--- src/rtl/timer_bank_scheduler_unit_defines.svh ---
// Assertion macros shared by the timer bank scheduler RTL.
`ifndef TIMER_BANK_SCHEDULER_UNIT_DEFINES_SVH
`define TIMER_BANK_SCHEDULER_UNIT_DEFINES_SVH

// Same-cycle implication, sampled on clk_i, off while rst_ni is low.
`define TBS_ASSERT_IMP(label, ante, cons, msg) \
  label: assert property (@(posedge clk_i) disable iff (!rst_ni) (ante) |-> (cons)) \
    else $error(msg);

// Next-cycle implication, sampled on clk_i, off while rst_ni is low.
`define TBS_ASSERT_NXT(label, ante, cons, msg) \
  label: assert property (@(posedge clk_i) disable iff (!rst_ni) (ante) |=> (cons)) \
    else $error(msg);

`endif

--- src/rtl/tbs_pkg.sv ---
// Types and constants of the timer bank scheduler.
`timescale 1ns / 1ps
package tbs_pkg;

  localparam int unsigned TICK_W      = 32;
  localparam int unsigned DELAY_W     = 31;
  localparam int unsigned ID_W        = 4;
  localparam int unsigned CMD_W       = 3;
  localparam int unsigned MAX_RESULTS = 16;
  localparam int unsigned CNT_W       = 5;

  typedef enum logic [CMD_W-1:0] {
    CMD_TICK  = 3'd0,
    CMD_SCAN  = 3'd1,
    CMD_START = 3'd2,
    CMD_STOP  = 3'd3,
    CMD_QUERY = 3'd4
  } cmd_e;

  typedef enum logic [1:0] {
    RS_STOPPED = 2'd0,
    RS_RUNNING = 2'd1,
    RS_TIMEOUT = 2'd2
  } run_e;

  typedef enum logic [1:0] {
    FSM_IDLE,
    FSM_SCAN,
    FSM_DRAIN
  } fsm_e;

  localparam logic KIND_FIRED = 1'b0;
  localparam logic KIND_REPLY = 1'b1;

  typedef struct packed {
    logic            kind;
    logic [ID_W-1:0] fired_id;
    logic [1:0]      timer_state;
    logic            last;
  } evt_t;

endpackage

--- src/rtl/tbs_req_if.sv ---
// Command channel of the timer bank scheduler.
`timescale 1ns / 1ps
interface tbs_req_if;
  import tbs_pkg::*;

  logic               valid;
  logic               ready;
  logic [CMD_W-1:0]   cmd;
  logic [ID_W-1:0]    timer_id;
  logic               mode;
  logic [DELAY_W-1:0] delay;

  modport source (output valid, cmd, timer_id, mode, delay, input ready);
  modport sink   (input valid, cmd, timer_id, mode, delay, output ready);
endinterface

--- src/rtl/tbs_rsp_if.sv ---
// Event and reply channel of the timer bank scheduler.
`timescale 1ns / 1ps
interface tbs_rsp_if;
  import tbs_pkg::*;

  logic            valid;
  logic            ready;
  logic            kind;
  logic [ID_W-1:0] fired_id;
  logic [1:0]      timer_state;
  logic            last;

  modport source (output valid, kind, fired_id, timer_state, last, input ready);
  modport sink   (input valid, kind, fired_id, timer_state, last, output ready);
endinterface

--- src/rtl/tbs_alu.sv ---
// Shared 32-bit add/subtract unit of the timer bank scheduler.
`timescale 1ns / 1ps
module tbs_alu (
  input  logic [tbs_pkg::TICK_W-1:0] a_i,
  input  logic [tbs_pkg::TICK_W-1:0] b_i,
  input  logic                       sub_i,
  output logic [tbs_pkg::TICK_W-1:0] sum_o
);
  import tbs_pkg::*;

  logic [TICK_W-1:0] b_inv;

  // Subtract as a plus inverted b plus one.
  assign b_inv = b_i ^ {TICK_W{sub_i}};
  assign sum_o = a_i + b_inv + TICK_W'(sub_i);

endmodule

--- src/rtl/timer_bank_scheduler_unit.sv ---
// Top level of the timer bank scheduler: sequencer, timer storage and result register.
// Commands: tick, start and stop leave ready high; a query holds ready low until its reply
//   moves from the held-result register to the result register, waiting while held off.
// Scan: one timer per cycle through the shared adder, held while a fired event waits for the
//   output; ready stays low through the scan, the drain state when a timer fired, and each wait.
// Reset: counter cleared, timers stopped and one-shot; match and period memories uncleared.
`timescale 1ns / 1ps
`include "timer_bank_scheduler_unit_defines.svh"
module timer_bank_scheduler_unit #(
  parameter int unsigned TIMER_COUNT = 16
) (
  input  logic       clk_i,
  input  logic       rst_ni,
  tbs_req_if.sink    req_i,
  tbs_rsp_if.source  rsp_o
);
  import tbs_pkg::*;

  localparam int unsigned IDX_W    = (TIMER_COUNT > 1) ? $clog2(TIMER_COUNT) : 1;
  localparam int unsigned CMP_W    = (IDX_W + 1 > ID_W) ? IDX_W + 1 : ID_W;
  localparam logic [IDX_W-1:0] LAST_IDX = IDX_W'(TIMER_COUNT - 1);

  // Sequencer and result registers.
  fsm_e              state_q, state_d;
  logic [IDX_W-1:0]  idx_q, idx_d;
  logic [TICK_W-1:0] tick_q, tick_d;
  logic [CNT_W-1:0]  rep_cnt_q, rep_cnt_d;
  evt_t              pend_q, pend_d;
  logic              pend_valid_q, pend_valid_d;
  evt_t              out_q, out_d;
  logic              out_valid_q, out_valid_d;

  // Per-timer control state, cleared by reset.
  run_e                   run_state_q [TIMER_COUNT];
  logic [TIMER_COUNT-1:0] periodic_q;

  // Match tick and period storage.
  logic [TICK_W-1:0]  match_mem  [TIMER_COUNT];
  logic [DELAY_W-1:0] period_mem [TIMER_COUNT];
  logic [TICK_W-1:0]  match_rd_q;
  logic [DELAY_W-1:0] period_rd_q;

  logic               req_fire;
  logic               out_free;
  logic [CMP_W-1:0]   id_ext;
  logic               id_ok;
  logic [IDX_W-1:0]   id_idx;

  logic               rs_we;
  logic [IDX_W-1:0]   rs_waddr;
  run_e               rs_wdata;
  logic               per_we;
  logic               match_we;
  logic               period_we;
  logic [IDX_W-1:0]   mem_waddr;
  logic [IDX_W-1:0]   raddr;

  logic               alu_sub;
  logic [TICK_W-1:0]  alu_b;
  logic [TICK_W-1:0]  alu_sum;

  logic               reached;
  logic               report;
  logic               stall;
  run_e               cur_rs;
  evt_t               new_evt;

  logic               scan_fire;
  logic               at_scan_head;

  assign req_fire     = req_i.valid && req_i.ready;
  assign req_i.ready  = (state_q == FSM_IDLE);
  assign out_free     = !out_valid_q || rsp_o.ready;

  assign id_ext = CMP_W'(req_i.timer_id);
  assign id_ok  = (id_ext < CMP_W'(TIMER_COUNT));
  assign id_idx = IDX_W'(id_ext);

  assign rsp_o.valid       = out_valid_q;
  assign rsp_o.kind        = out_q.kind;
  assign rsp_o.fired_id    = out_q.fired_id;
  assign rsp_o.timer_state = out_q.timer_state;
  assign rsp_o.last        = out_q.last;

  // One adder serves arming (counter plus delay or period) and the wrap-safe match test.
  tbs_alu u_alu (
    .a_i   (tick_q),
    .b_i   (alu_b),
    .sub_i (alu_sub),
    .sum_o (alu_sum)
  );

  assign cur_rs  = run_state_q[idx_q];
  assign reached = !alu_sum[TICK_W-1];
  assign new_evt = '{kind: KIND_FIRED, fired_id: ID_W'(idx_q),
                     timer_state: RS_TIMEOUT, last: 1'b0};

  always_comb begin
    state_d      = state_q;
    idx_d        = idx_q;
    tick_d       = tick_q;
    rep_cnt_d    = rep_cnt_q;
    pend_d       = pend_q;
    pend_valid_d = pend_valid_q;
    out_d        = out_q;
    out_valid_d  = out_valid_q && !rsp_o.ready;

    rs_we     = 1'b0;
    rs_waddr  = idx_q;
    rs_wdata  = RS_STOPPED;
    per_we    = 1'b0;
    match_we  = 1'b0;
    period_we = 1'b0;
    mem_waddr = idx_q;
    raddr     = '0;
    alu_sub   = 1'b0;
    alu_b     = {1'b0, period_rd_q};
    report    = 1'b0;
    stall     = 1'b0;

    unique case (state_q)
      FSM_IDLE: begin
        // Keep entry zero on the read port so a scan starts with its data.
        if (req_fire) begin
          unique case (cmd_e'(req_i.cmd))
            CMD_TICK: begin
              tick_d = tick_q + TICK_W'(1);
            end
            CMD_SCAN: begin
              state_d   = FSM_SCAN;
              idx_d     = '0;
              rep_cnt_d = '0;
            end
            CMD_START: begin
              if (id_ok) begin
                alu_b     = {1'b0, req_i.delay};
                match_we  = 1'b1;
                period_we = 1'b1;
                mem_waddr = id_idx;
                rs_we     = 1'b1;
                rs_waddr  = id_idx;
                rs_wdata  = RS_RUNNING;
                per_we    = 1'b1;
              end
            end
            CMD_STOP: begin
              if (id_ok) begin
                rs_we    = 1'b1;
                rs_waddr = id_idx;
                rs_wdata = RS_STOPPED;
              end
            end
            CMD_QUERY: begin
              pend_d.kind        = KIND_REPLY;
              pend_d.fired_id    = req_i.timer_id;
              pend_d.timer_state = id_ok ? run_state_q[id_idx] : RS_STOPPED;
              pend_d.last        = 1'b1;
              pend_valid_d       = 1'b1;
              state_d            = FSM_DRAIN;
            end
            default: begin
            end
          endcase
        end
      end

      FSM_SCAN: begin
        unique case (cur_rs)
          RS_RUNNING: begin
            alu_sub = 1'b1;
            alu_b   = match_rd_q;
            if (reached) begin
              rs_we    = 1'b1;
              rs_wdata = RS_TIMEOUT;
              report   = (rep_cnt_q < CNT_W'(MAX_RESULTS));
            end
          end
          RS_TIMEOUT: begin
            rs_we = 1'b1;
            if (periodic_q[idx_q]) begin
              match_we = 1'b1;
              rs_wdata = RS_RUNNING;
            end else begin
              rs_wdata = RS_STOPPED;
            end
          end
          default: begin
          end
        endcase

        // A new event pushes the held one out; hold the whole entry if the output is busy.
        if (report && pend_valid_q) begin
          if (out_free) begin
            out_d       = pend_q;
            out_valid_d = 1'b1;
          end else begin
            stall = 1'b1;
          end
        end

        if (stall) begin
          rs_we    = 1'b0;
          match_we = 1'b0;
          raddr    = idx_q;
        end else begin
          if (report) begin
            pend_d       = new_evt;
            pend_valid_d = 1'b1;
            rep_cnt_d    = rep_cnt_q + CNT_W'(1);
          end
          if (idx_q == LAST_IDX) begin
            raddr   = idx_q;
            state_d = pend_valid_d ? FSM_DRAIN : FSM_IDLE;
          end else begin
            raddr = idx_q + IDX_W'(1);
            idx_d = idx_q + IDX_W'(1);
          end
        end
      end

      FSM_DRAIN: begin
        // Release the held result as the final one of this command.
        if (out_free) begin
          out_d        = pend_q;
          out_d.last   = 1'b1;
          out_valid_d  = 1'b1;
          pend_valid_d = 1'b0;
          state_d      = FSM_IDLE;
        end
      end

      default: begin
        state_d = FSM_IDLE;
      end
    endcase
  end

  always_ff @(posedge clk_i or negedge rst_ni) begin
    if (!rst_ni) begin
      state_q      <= FSM_IDLE;
      idx_q        <= '0;
      tick_q       <= '0;
      rep_cnt_q    <= '0;
      pend_valid_q <= 1'b0;
      out_valid_q  <= 1'b0;
    end else begin
      state_q      <= state_d;
      idx_q        <= idx_d;
      tick_q       <= tick_d;
      rep_cnt_q    <= rep_cnt_d;
      pend_valid_q <= pend_valid_d;
      out_valid_q  <= out_valid_d;
    end
  end

  always_ff @(posedge clk_i) begin
    pend_q <= pend_d;
    out_q  <= out_d;
  end

  always_ff @(posedge clk_i or negedge rst_ni) begin
    if (!rst_ni) begin
      for (int i = 0; i < TIMER_COUNT; i++) begin
        run_state_q[i] <= RS_STOPPED;
      end
      periodic_q <= '0;
    end else begin
      if (rs_we) begin
        run_state_q[rs_waddr] <= rs_wdata;
      end
      if (per_we) begin
        periodic_q[rs_waddr] <= req_i.mode;
      end
    end
  end

  // Match and period memories: one write and one registered read per cycle.
  always_ff @(posedge clk_i) begin
    if (match_we) begin
      match_mem[mem_waddr] <= alu_sum;
    end
    if (period_we) begin
      period_mem[mem_waddr] <= req_i.delay;
    end
    match_rd_q  <= match_mem[raddr];
    period_rd_q <= period_mem[raddr];
  end

  assign scan_fire    = req_fire && (req_i.cmd == CMD_SCAN);
  assign at_scan_head = (state_q == FSM_SCAN) && (idx_q == '0);

  `TBS_ASSERT_IMP(a_drain_has_result, state_q == FSM_DRAIN, pend_valid_q, "drain with no result")
  `TBS_ASSERT_IMP(a_report_bound, 1'b1, rep_cnt_q <= CNT_W'(MAX_RESULTS), "event count over cap")
  `TBS_ASSERT_NXT(a_scan_start, scan_fire, at_scan_head, "scan did not start at timer zero")
  `TBS_ASSERT_IMP(a_stall_busy, stall, out_valid_q && !rsp_o.ready, "stall with output free")

endmodule

--- src/flat_wrapper.sv ---
// flat-port wrapper written by rule: the top's interface ports become plain ports
module timer_bank_scheduler_unit_flat import tbs_pkg::*;
#(
  parameter int unsigned TIMER_COUNT = 16
)
  (clk_i, rst_ni, req_i_valid, req_i_cmd, req_i_timer_id, req_i_mode, req_i_delay, req_i_ready, rsp_o_valid, rsp_o_kind, rsp_o_fired_id, rsp_o_timer_state, rsp_o_last, rsp_o_ready);
  tbs_req_if req_i_i ();
  tbs_rsp_if rsp_o_i ();
  input  logic clk_i;
  input  logic rst_ni;
  input wire logic [$bits(req_i_i.valid)-1:0] req_i_valid;
  input wire logic [$bits(req_i_i.cmd)-1:0] req_i_cmd;
  input wire logic [$bits(req_i_i.timer_id)-1:0] req_i_timer_id;
  input wire logic [$bits(req_i_i.mode)-1:0] req_i_mode;
  input wire logic [$bits(req_i_i.delay)-1:0] req_i_delay;
  output wire logic [$bits(req_i_i.ready)-1:0] req_i_ready;
  output wire logic [$bits(rsp_o_i.valid)-1:0] rsp_o_valid;
  output wire logic [$bits(rsp_o_i.kind)-1:0] rsp_o_kind;
  output wire logic [$bits(rsp_o_i.fired_id)-1:0] rsp_o_fired_id;
  output wire logic [$bits(rsp_o_i.timer_state)-1:0] rsp_o_timer_state;
  output wire logic [$bits(rsp_o_i.last)-1:0] rsp_o_last;
  input wire logic [$bits(rsp_o_i.ready)-1:0] rsp_o_ready;
  assign req_i_i.valid = req_i_valid;
  assign req_i_i.cmd = req_i_cmd;
  assign req_i_i.timer_id = req_i_timer_id;
  assign req_i_i.mode = req_i_mode;
  assign req_i_i.delay = req_i_delay;
  assign req_i_ready = req_i_i.ready;
  assign rsp_o_valid = rsp_o_i.valid;
  assign rsp_o_kind = rsp_o_i.kind;
  assign rsp_o_fired_id = rsp_o_i.fired_id;
  assign rsp_o_timer_state = rsp_o_i.timer_state;
  assign rsp_o_last = rsp_o_i.last;
  assign rsp_o_i.ready = rsp_o_ready;
  timer_bank_scheduler_unit #(.TIMER_COUNT(TIMER_COUNT)) u_core (.clk_i(clk_i), .rst_ni(rst_ni), .req_i(req_i_i), .rsp_o(rsp_o_i));
endmodule
--- config.mk ---
export PLATFORM = sky130hd
export DESIGN_NAME = timer_bank_scheduler_unit_flat
export DESIGN_NICKNAME = d
export VERILOG_FILES = /design/src/rtl/tbs_pkg.sv /design/src/rtl/tbs_req_if.sv /design/src/rtl/tbs_rsp_if.sv /design/src/rtl/tbs_alu.sv /design/src/rtl/timer_bank_scheduler_unit.sv /design/src/flat_wrapper.sv
export VERILOG_INCLUDE_DIRS = /design/src /design/src/rtl
export SDC_FILE = /design/constraint.sdc
export NUM_CORES = 2
export LEC_CHECK = 0
export ABC_AREA = 1
export BUFFER_PORTS_ARGS = -buffer_cell sky130_fd_sc_hd__buf_2
export CORE_ASPECT_RATIO = 2
export CORE_MARGIN = 4
export CORE_UTILIZATION = 35
export DETAILED_ROUTE_END_ITERATION = 7
export PLACE_DENSITY_LB_ADDON = 0.1
export SYNTH_ARGS = -nofsm -noshare
export SYNTH_HDL_FRONTEND = slang
export SYNTH_HIERARCHICAL = 1
export SYNTH_SLANG_ARGS = --single-unit
--- constraint.sdc ---
create_clock -name clk_i -period 18 [get_ports clk_i]
set_input_delay 0 -clock clk_i [delete_from_list [all_inputs] [get_ports clk_i]]
set_output_delay 0 -clock clk_i [all_outputs]
set_load 0.01 [all_outputs]
==> results list <==
* Worst path setup slack after routing: between 8 and 9 ns
- CTS buffer count: 110
- Worst path max stage delay: just over 1 ns
* Net Count, Synth: 5814
- Internal power consumption: between 6000 and 7000 uW
- The critical path is of the flip-flop to flip-flop type.
- After routing the design area is between 60000 and 70000 um2.
- The cell area that synthesis handed to floorplanning was 54800 um2.
- sky130_fd_sc_hd__edfxtp_1 takes more of the synthesized area than any other cell.
* Non-filler cells, final: about 8000
* Post-detailed-route DRC marker count: 0
* Relative slew slack: 0.201
* Overflow left after global routing: 0
* Critical Path Start Type: flip-flop
- Synthesis inferred 1179 register bits.
- Final count of hold timing violations: 0
* Overall die width: roughly 290 um
* H-tree levels: 3
* Number of vias in the routed layout: about 40000
* First-pass GRT wire length: about 270000 um
- Async set-reset flop share out of synthesis: 0.0789
* Top cells by count, synth: sky130_fd_sc_hd__nand2_1 (1246), sky130_fd_sc_hd__inv_1 (1171), sky130_fd_sc_hd__nand3_1 (1063), sky130_fd_sc_hd__edfxtp_1 (1023), sky130_fd_sc_hd__nor2_1 (210)
- A synthesized cell averages between 9 and 10 um2.
- Fin crit share: 0.549
- Slowest CP cell: sky130_fd_sc_hd__inv_8
* HPWL Detailed: between 100000 and 150000 um
- At the worst endpoint, the arrival time is 10.55 ns.
- Setup repair after global routing left no endpoint under its margin.
* Post-placement cell count: 7654
* Area enclosed by the die boundary: 163000 um2
- Required time at the worst-slack endpoint: ~19 ns
- The initial antenna violation count came to 5.
- Counting stages on the worst path, the most repeated cell is sky130_fd_sc_hd__nand2_1.
- For the pin with the worst max-slew slack, the measured transition is 1.19 ns.
- The initial utilization of the core area, before any placement, comes to 0.352.
- PwrDens: around 170 nW/um2
- Max_cap viols: 0
- Wires add up to roughly 180000 um.
- Maximum resistive drop on vdd: about 0.00015 V
* Number of flops mapped to enable cells by yosys: just over 1000
- The number of setup buffers added after CTS is 0.
- The tree is rooted in a sky130_fd_sc_hd__clkbuf_16.
* Biggest area contributors in the synthesized netlist: sky130_fd_sc_hd__edfxtp_1 (56%), sky130_fd_sc_hd__nand3_1 (9.7%), sky130_fd_sc_hd__nand2_1 (8.5%)
- Worst hold margin: about 0.10 ns
- Across every metal layer, demand over resource in global routing totals 0.222.
- Entering global routing, the biggest net connects roughly 160 pins.
- For this run, the leading register cell type out of synthesis is sky130_fd_sc_hd__edfxtp_1.
* Post-synthesis sequential area ratio: 0.626
- Sum of negative setup slack: 0 ns
* Post-route ant nets: 0
* Max Root-Sink Buffers: 3
- Of the total power, the clock network draws 0.246.
* Share of the synthesized area in the top cell type: 0.561
- Number of standard-cell rows in the floorplan: ~200
- Later-pin clock latency in the skew report: between 0.7 and 0.8 ns
- During synthesis, Yosys emitted a total of 6 warnings.
* Layout cells sized above 1: 0.0715
- In this run the static leakage power is between 0.02 and 0.03 uW.
- The congestion estimate from routability-driven global placement came to about 0.96.
- Top Ports: 53
- Of the total power, the share spent switching nets is 0.393.
- Net switching power of the design: a little over 4000 uW
- Max Fclk: ~100 MHz
* Endpoints failing setup: 0
* Number of distinct library cell variants in the gate-level netlist after synthesis: between 50 and 60
* Minimum setup slack after placement: just over 8 ns
- Counting every sink on the clock net gives approximately 1200.
* Outcome: finished clean
- For this run, the post-layout net count is between 5000 and 6000.
- The tightest min-delay check is of the input pin to flip-flop type.
- Via-per-instance ratio: between 4 and 5
- The core region is 156000 um2.
- Min Tclk post-route: just under 10 ns
* Cell with the most instances after synthesis: sky130_fd_sc_hd__nand2_1
- After technology mapping, the gate count stands at ~5700.
- For this run, the detailed router's first-pass iteration total came to 6.
- Cell area after placement: around 57000 um2
- The count of buffers added on input and output ports is 52.
- The number of pins exceeding their max-slew limit in the final report was 0.
- After the first detailed-routing iteration, the DRC count stood at roughly 2800.
* CTS clock-pin slew for the worst setup and hold paths: 0.07 ns
- Maximum net fanout on the critical path: 115
- After detailed routing, the average wire length per cell comes to 23.2 um.
* CP Capture Type: flip-flop
- Die boundary height: about 570 um
- Via count of the first global-routing pass: 38574
* CTS tree: built
- Post-cts gate resize count: 0
- Hold buffers post-CTS: 49
- Relative contribution of sequential cells to total power: 0.392
- The clock arrives with ~0.027 ns of skew.
- Of the total power, combinational logic draws 0.362.
- Relative to the synthesized area, the layout overhead comes to 12.7%.
power by group through the flow:
stage / clock, uW / sequential, uW / combinational (uW)
after floorplan: 0 / 4000 / 2350
after global placement: 0 / 4110 / 3750
after detailed placement: 0 / 4100 / 3760
after CTS: 2600 / 4050 / 3790
after global routing: 2700 / 4050 / 4110
final: 2540 / 4040 / 3740
routing by layer:
| metal | routed length, um | track usage | up-vias |
|---|---|---|---|
| met5 | 0 | 0 | - |
| met4 | 6540 | 0.0762 | 0 |
| met3 | 5930 | 0.0215 | 285 |
| met2 | 100000 | 0.426 | 843 |
| met1 | 71000 | 0.253 | 19492 |
| li1 | - | - | 18644 |
final cells by class:
class                      count  area (um2)
antenna                        5        12.5
clock buffer                 140        3040
clock inverter                70         863
fill                       15325       94000
inverter                    1181        4450
multi-input combinational   3089       15000
sequential                  1179       34300
tap                         2070        2590
timing repair buffer         184        1440
registers in the layout (all words and copies together), names as in the netlist, 5 cells and up:
name,flops
u_core/match_rd_q,32
u_core/rep_cnt_q,5
u_core/periodic_q,16
u_core/period_mem,496
u_core/tick_q,32
u_core/run_state_q,32
u_core/period_rd_q,31
u_core/match_mem,512
u_core/pend_q,7
through the flow:
step | power (uW) | util
final | 10300 | 0.396
after global routing | 10900 | 0.396
after CTS | 10400 | 0.396
after detailed placement | 7870 | 0.368
after global placement | 7860 | 0.368
after floorplan | 6350 | -
final timing paths:
path | start | to | slack [ns] | cells past startpoint
hold / removal | req_i_mode | u_core/periodic_q[15] | 0.10 | 4
setup reg to reg | u_core/state_q[0] | u_core/period_rd_q[9] | 8.12 | 35
min in group asynchronous | rst_ni | u_core/run_state_q[9] | 0.36 | 4
hold reg to reg | u_core/pend_q[1] | u_core/rsp_o.timer_state[0] | 0.42 | 0
max in group asynchronous | rst_ni | u_core/tick_q[7] | 16.75 | 4
setup / recovery | u_core/state_q[0] | u_core/period_rd_q[9] | 8.12 | 35
cells by family (layout without fill, tap and decap cells):
group / Yosys count / in the layout / synth area share
XOR/XNOR: 78 / 78 / 0.0125
AND/OR/NAND/NOR: 2668 / 2668 / 0.215
adder cells (fa/ha/maj): 43 / 43 / 0.00996
buffers and inverters: 1460 / 1575 / 0.106
AO/OA/AOI/OAI: 300 / 300 / 0.0304
other: 0 / 5 / 0
flip-flops: 1179 / 1179 / 0.626
cells in the final DEF (no fill, tap or decap), types with 13 or more instances in the layout:
master,netlist,routed
sky130_fd_sc_hd__nor3_1,16,16
sky130_fd_sc_hd__a21oi_1,76,75
sky130_fd_sc_hd__o21ai_1,14,14
sky130_fd_sc_hd__buf_2,120,51
sky130_fd_sc_hd__clkbuf_16,0,112
sky130_fd_sc_hd__bufinv_16,0,16
sky130_fd_sc_hd__a22oi_1,30,30
sky130_fd_sc_hd__buf_4,40,80
sky130_fd_sc_hd__clkinv_2,0,25
sky130_fd_sc_hd__xnor2_1,18,18
sky130_fd_sc_hd__edfxtp_1,1023,1023
sky130_fd_sc_hd__xor2_1,60,60
sky130_fd_sc_hd__ha_1,42,40
sky130_fd_sc_hd__dfxtp_1,63,63
sky130_fd_sc_hd__nor2_1,210,178
sky130_fd_sc_hd__inv_1,1171,1170
sky130_fd_sc_hd__o21ai_0,146,146
sky130_fd_sc_hd__nand4_1,81,81
sky130_fd_sc_hd__nand2_1,1246,1245
sky130_fd_sc_hd__dfrtp_1,93,93
sky130_fd_sc_hd__dlygate4sd3_1,0,48
sky130_fd_sc_hd__nand3_1,1063,1059
sky130_fd_sc_hd__clkbuf_1,81,15
sky130_fd_sc_hd__nand2_2,19,18
sky130_fd_sc_hd__clkbuf_8,0,13
sky130_fd_sc_hd__nor2_4,3,35
worst max-delay path, delay by kind of cell, from the launching register on:
kind | cells | cell delay, ns
flops | 1 | 0.43
simple gates | 19 | 3.11
fa+ha+maj | 2 | 1.05
xor+xnor | 1 | 0.18
compound gates | 2 | 0.46
buf+inv | 11 | 4.36
Power figures use the tool's default switching activity.
